File: src/rtl/core/dtw_ca_pkg.sv
// Shared types and register indexes for the DTW cost accumulator.
`default_nettype none

package dtw_ca_pkg;

  // Configuration register indexes
  localparam logic [7:0] REG_NUM_ROWS = 8'd0;
  localparam logic [7:0] REG_NUM_COLS = 8'd1;

  // Width of the grid size registers
  localparam int SIZE_W = 11;

  // Position flags of a cell in the compute stage
  typedef struct packed {
    logic first_row;  // no neighbor above
    logic first_col;  // no neighbor to the left
    logic last;       // final cell of the grid
    logic fwd;        // take the cell above from the bypass register
  } cell_flags_t;

endpackage

`default_nettype wire

File: src/rtl/core/dtw_ca_cell_calc.sv
// Cell update: minimum of the neighbors, add the local cost, saturate.
`default_nettype none

module dtw_ca_cell_calc #(
  parameter int COST_WIDTH = 16,
  parameter int ACC_WIDTH  = 32
) (
  input  wire logic [COST_WIDTH-1:0]    cost,
  input  wire logic [ACC_WIDTH-1:0]     above,
  input  wire logic [ACC_WIDTH-1:0]     left,
  input  wire logic [ACC_WIDTH-1:0]     diag,
  input  dtw_ca_pkg::cell_flags_t       flags,
  output logic      [ACC_WIDTH-1:0]     sum,
  output logic                          sat
);
  import dtw_ca_pkg::*;

  localparam int SUM_W = ((ACC_WIDTH > COST_WIDTH) ? ACC_WIDTH : COST_WIDTH) + 1;
  localparam logic [SUM_W-1:0] ACC_MAX = SUM_W'({ACC_WIDTH{1'b1}});

  logic [ACC_WIDTH-1:0] min_al;
  logic [ACC_WIDTH-1:0] best;
  logic [SUM_W-1:0]     raw;

  // Pick the cheapest available neighbor
  always_comb begin
    min_al = (above < left) ? above : left;
    if (flags.first_row && flags.first_col) begin
      best = '0;
    end else if (flags.first_row) begin
      best = left;
    end else if (flags.first_col) begin
      best = above;
    end else begin
      best = (min_al < diag) ? min_al : diag;
    end
  end

  // Add and clip at the top of the accumulator range
  always_comb begin
    raw = SUM_W'(cost) + SUM_W'(best);
    sat = (raw > ACC_MAX);
    sum = sat ? {ACC_WIDTH{1'b1}} : ACC_WIDTH'(raw);
  end

endmodule

`default_nettype wire

File: config.mk
export PLATFORM = sky130hd
export DESIGN_NAME = dtw_ca_cell_calc
export DESIGN_NICKNAME = d
export VERILOG_FILES = /design/src/rtl/core/dtw_ca_pkg.sv /design/src/rtl/core/dtw_ca_cell_calc.sv
export SDC_FILE = /design/constraint.sdc
export NUM_CORES = 1
export LEC_CHECK = 0
export BUFFER_PORTS_ARGS = -buffer_cell sky130_fd_sc_hd__buf_2
export CORE_AREA = 4 4 129 131
export DETAILED_ROUTE_END_ITERATION = 8
export DIE_AREA = 0 0 133 135
export PLACE_DENSITY_LB_ADDON = 0.1
export SLEW_MARGIN = 25
export SYNTH_ARGS = -nofsm -noshare
export SYNTH_HDL_FRONTEND = slang
export SYNTH_SLANG_ARGS = --single-unit
File: constraint.sdc
create_clock -name vclk -period 8.85
set_clock_uncertainty 0.2 [all_clocks]
set_input_delay 0 -clock vclk [all_inputs]
set_output_delay 0 -clock vclk [all_outputs]
set_load 0.005 [all_outputs]
==> results <==
- The number of clock buffers in the layout is 0.
- After floorplanning, the core was sized to cover 15600 sq um.
- The peak supply drop is 0.0363 mV.
- The final max-slew violation count is 0.
- The aggregate negative setup slack is 0 ps.
- The length of the first detailed-routing pass in iterations is 5.
- The placed wire-length estimate is 14800 um.
- Max-cap violations in this run came to 0.
- The cell area that synthesis handed to floorplanning was 4560 sq um.
- Synthesis produced a netlist whose cell count is 693.
- The number of design rule violations left after detail routing is 0.
- The die covers 18000 sq um.
- The total power after layout is 0.449 mW.
- The stage delay of the slowest cell on the critical path is 530 ps.
- The share of the Yosys chip area taken by registers is 0%.
- Along the worst path, the maximum fanout reaches 29.
- The number of nets in the layout is 1019.
- The number of nets in the synthesized netlist is 888.
- The floorplan step set the die height to 135 um.
- The largest individual stage delay along the critical path comes from the cell sky130_fd_sc_hd__or2_2.
- The mean number of vias per cell is 5.14.
- The combined global-route utilization of all metal layers is 18.2%.
- The number of antenna diodes in the final layout is 0.
- Across the whole layout, storage elements account for 0 sq um.
- After floorplanning, the core was divided into 46 placement rows.
- By instance count, the cell type seen most on the critical path is sky130_fd_sc_hd__o21ai_0.
- The final estimated routing congestion in global placement is 0.895.
- The startpoint of the lowest-slack hold path is cost[0].
- Dividing the final minimum period by the clock period gives 91.3%.
- The initial cell density of the core is 29.2%.
- The total overflow left after global routing is 0.
- The post-synthesis cell type with the largest combined area is sky130_fd_sc_hd__ha_1.
- The fraction of post-synthesis cell area in the top cell type by area is 21.4%.
- The arrival time at the worst endpoint is 7880 ps.
- The worst min-delay path class is input port to output port.
- The overall die width is 133 um.
- The number of antenna violations at the first check in global routing is 0.
- In this run the static leakage power is 2.84 nW.
- The launch point of the worst path is left[31].
- The worst setup path is launched from an input port.
- Sorting the synthesized cells by area gives the leading types as sky130_fd_sc_hd__ha_1, sky130_fd_sc_hd__a21oi_1, sky130_fd_sc_hd__o21ai_0, sky130_fd_sc_hd__inv_1, sky130_fd_sc_hd__nand2_1.
- The count of port buffers added during placement is 147.
- The final number of hold-violating endpoints is 0.
- Setup repair after global routing left no endpoint under its margin.
- The number of vias in the routed layout is 5337.
- In this run the count of I/O pins placed on the die edge is 149.
- The largest net degree at the start of global routing is 48.
- The worst setup path is of the input port to output port kind.
- After detailed routing, the average wire length per cell comes to 16.7 um.
- From synthesis to final layout, the design area changed by 20.1%.
- The detailed-route wire length is 17300 um.
- The run finished with clean final reports.
- The remaining max-slew budget at the tightest pin is 39.3%.
- The time the worst path needs with I/O delays and setup is 8080 ps.
- The required time of the worst setup path is 8650 ps.
- The netlist uses 74 different library cells.
- The number of global-route vias before repair is 5109.
- The detail route stage leaves a number of antenna-violating nets equal to 0.
- The first global-routing pass estimated 26800 um of wire.
- The maximum clock frequency is 124 MHz.
- The share of final-layout standard cells stronger than drive strength 1 is 25.1%.
- The final number of setup-violating endpoints is 0.
- The sequential cell count of the final layout is 0.
- The count of synthesis-stage warnings from yosys is 0.
- The pin slew with the least headroom to its limit is 907 ps.
- The kind of capture point of the worst setup path is an output port.
- In this run the mean area of a mapped cell was 6.58 sq um.
- The count of routing violations after the opening detailed-route iteration is 394.
- The power density over the cells is 82.0 nW/um^2.
-- routing by layer --
metal,vias up,track usage [%],share of wire [%]
li1,2781,-,-
met1,2374,26.6,49
met2,176,30.2,44
met3,6,2.05,7.1
met4,0,0.693,0.31
met5,-,0,0
-- per-stage QoR --
step | std cells | area, sq um | setup slack [ps] | hold slack, ps | util [%]
finish | 1038 | 5480 | 767 | 183 | 35.1
global route | 1038 | 5480 | 42.0 | 213 | 35.1
CTS | 1038 | 5480 | 790 | 192 | 35.1
floorplan | 693 | 4560 | 1530 | -6.03 | -
detailed placement | 1038 | 5480 | 813 | 191 | 35.1
global placement | 1038 | 5480 | 815 | 195 | 35.1
-- synthesized netlist by cell type, types with 4 or more instances --
| library cell | number |
|---|---|
| sky130_fd_sc_hd__a211oi_1 | 8 |
| sky130_fd_sc_hd__a21o_1 | 10 |
| sky130_fd_sc_hd__a21oi_1 | 70 |
| sky130_fd_sc_hd__a22o_1 | 19 |
| sky130_fd_sc_hd__a22oi_1 | 8 |
| sky130_fd_sc_hd__a31oi_1 | 6 |
| sky130_fd_sc_hd__and2_1 | 5 |
| sky130_fd_sc_hd__and3_1 | 6 |
| sky130_fd_sc_hd__buf_6 | 5 |
| sky130_fd_sc_hd__clkbuf_1 | 16 |
| sky130_fd_sc_hd__ha_1 | 78 |
| sky130_fd_sc_hd__inv_1 | 74 |
| sky130_fd_sc_hd__mux2i_1 | 10 |
| sky130_fd_sc_hd__nand2_1 | 73 |
| sky130_fd_sc_hd__nand2_2 | 21 |
| sky130_fd_sc_hd__nand2b_1 | 5 |
| sky130_fd_sc_hd__nand3_1 | 19 |
| sky130_fd_sc_hd__nand4_1 | 17 |
| sky130_fd_sc_hd__nor2_1 | 43 |
| sky130_fd_sc_hd__nor2b_1 | 4 |
| sky130_fd_sc_hd__nor3_1 | 11 |
| sky130_fd_sc_hd__o21a_1 | 10 |
| sky130_fd_sc_hd__o21ai_0 | 70 |
| sky130_fd_sc_hd__o21ai_1 | 5 |
| sky130_fd_sc_hd__o31ai_1 | 8 |
| sky130_fd_sc_hd__or2_2 | 7 |
| sky130_fd_sc_hd__xnor2_1 | 12 |
| sky130_fd_sc_hd__xor2_1 | 11 |
-- layout by cell type, fill, tap and decap left out, types with 8 or more instances in the layout --
| cell type | n |
|---|---|
| sky130_fd_sc_hd__nand2_2 | 21 |
| sky130_fd_sc_hd__mux2i_1 | 10 |
| sky130_fd_sc_hd__o21a_1 | 10 |
| sky130_fd_sc_hd__o21ai_0 | 70 |
| sky130_fd_sc_hd__a22o_1 | 19 |
| sky130_fd_sc_hd__a22oi_1 | 8 |
| sky130_fd_sc_hd__a211oi_1 | 8 |
| sky130_fd_sc_hd__a21oi_1 | 70 |
| sky130_fd_sc_hd__nor2_1 | 42 |
| sky130_fd_sc_hd__nand2_1 | 73 |
| sky130_fd_sc_hd__buf_2 | 147 |
| sky130_fd_sc_hd__xor2_1 | 11 |
| sky130_fd_sc_hd__inv_1 | 74 |
| sky130_fd_sc_hd__nand4_1 | 17 |
| sky130_fd_sc_hd__buf_4 | 11 |
| sky130_fd_sc_hd__o31ai_1 | 8 |
| sky130_fd_sc_hd__a21o_1 | 10 |
| sky130_fd_sc_hd__nor3_1 | 11 |
| sky130_fd_sc_hd__ha_1 | 78 |
| sky130_fd_sc_hd__nand3_1 | 19 |
| sky130_fd_sc_hd__xnor2_1 | 12 |
-- where the power goes --
part           switching, mW  total [mW]  internal, mW
clock                      0           0             0
combinational          0.262       0.449         0.187
sequential                 0           0             0
-- cell type report --
cell class,count,area [sq um]
fill,1745,10100
inverter,75,282
multi-input combinational,589,4110
tap,216,270
timing repair buffer,158,818
-- worst paths after layout --
check | slack (ps) | cells after the start | to
worst min-delay path | 180 | 4 | sum[0]
worst max-delay path | 770 | 36 | sum[22]
-- worst max-delay path: cells and delay by family --
kind	cells	cell delay, ps
and+or+nand+nor	10	2120
AOI/OAI and AO/OA	16	3700
adders and majority gates	3	980
buffers and inverters	7	1080
-- repair_timing --
action,in CTS,in global routing
hold endpoints to repair,0,0
setup buffers,0,0
endpoints found under the setup margin,0,1
hold buffers,0,0
gates resized for setup,0,1
-- cell families after synthesis --
group	synth area share (%)
AO/OA/AOI/OAI	34.1
AND/OR/NAND/NOR	26.6
buffers and inverters	10.0
adder cells (fa/ha/maj)	21.8
XOR/XNOR	4.42
multiplexers	3.02
No activity file was read; power rests on OpenSTA's default activity.
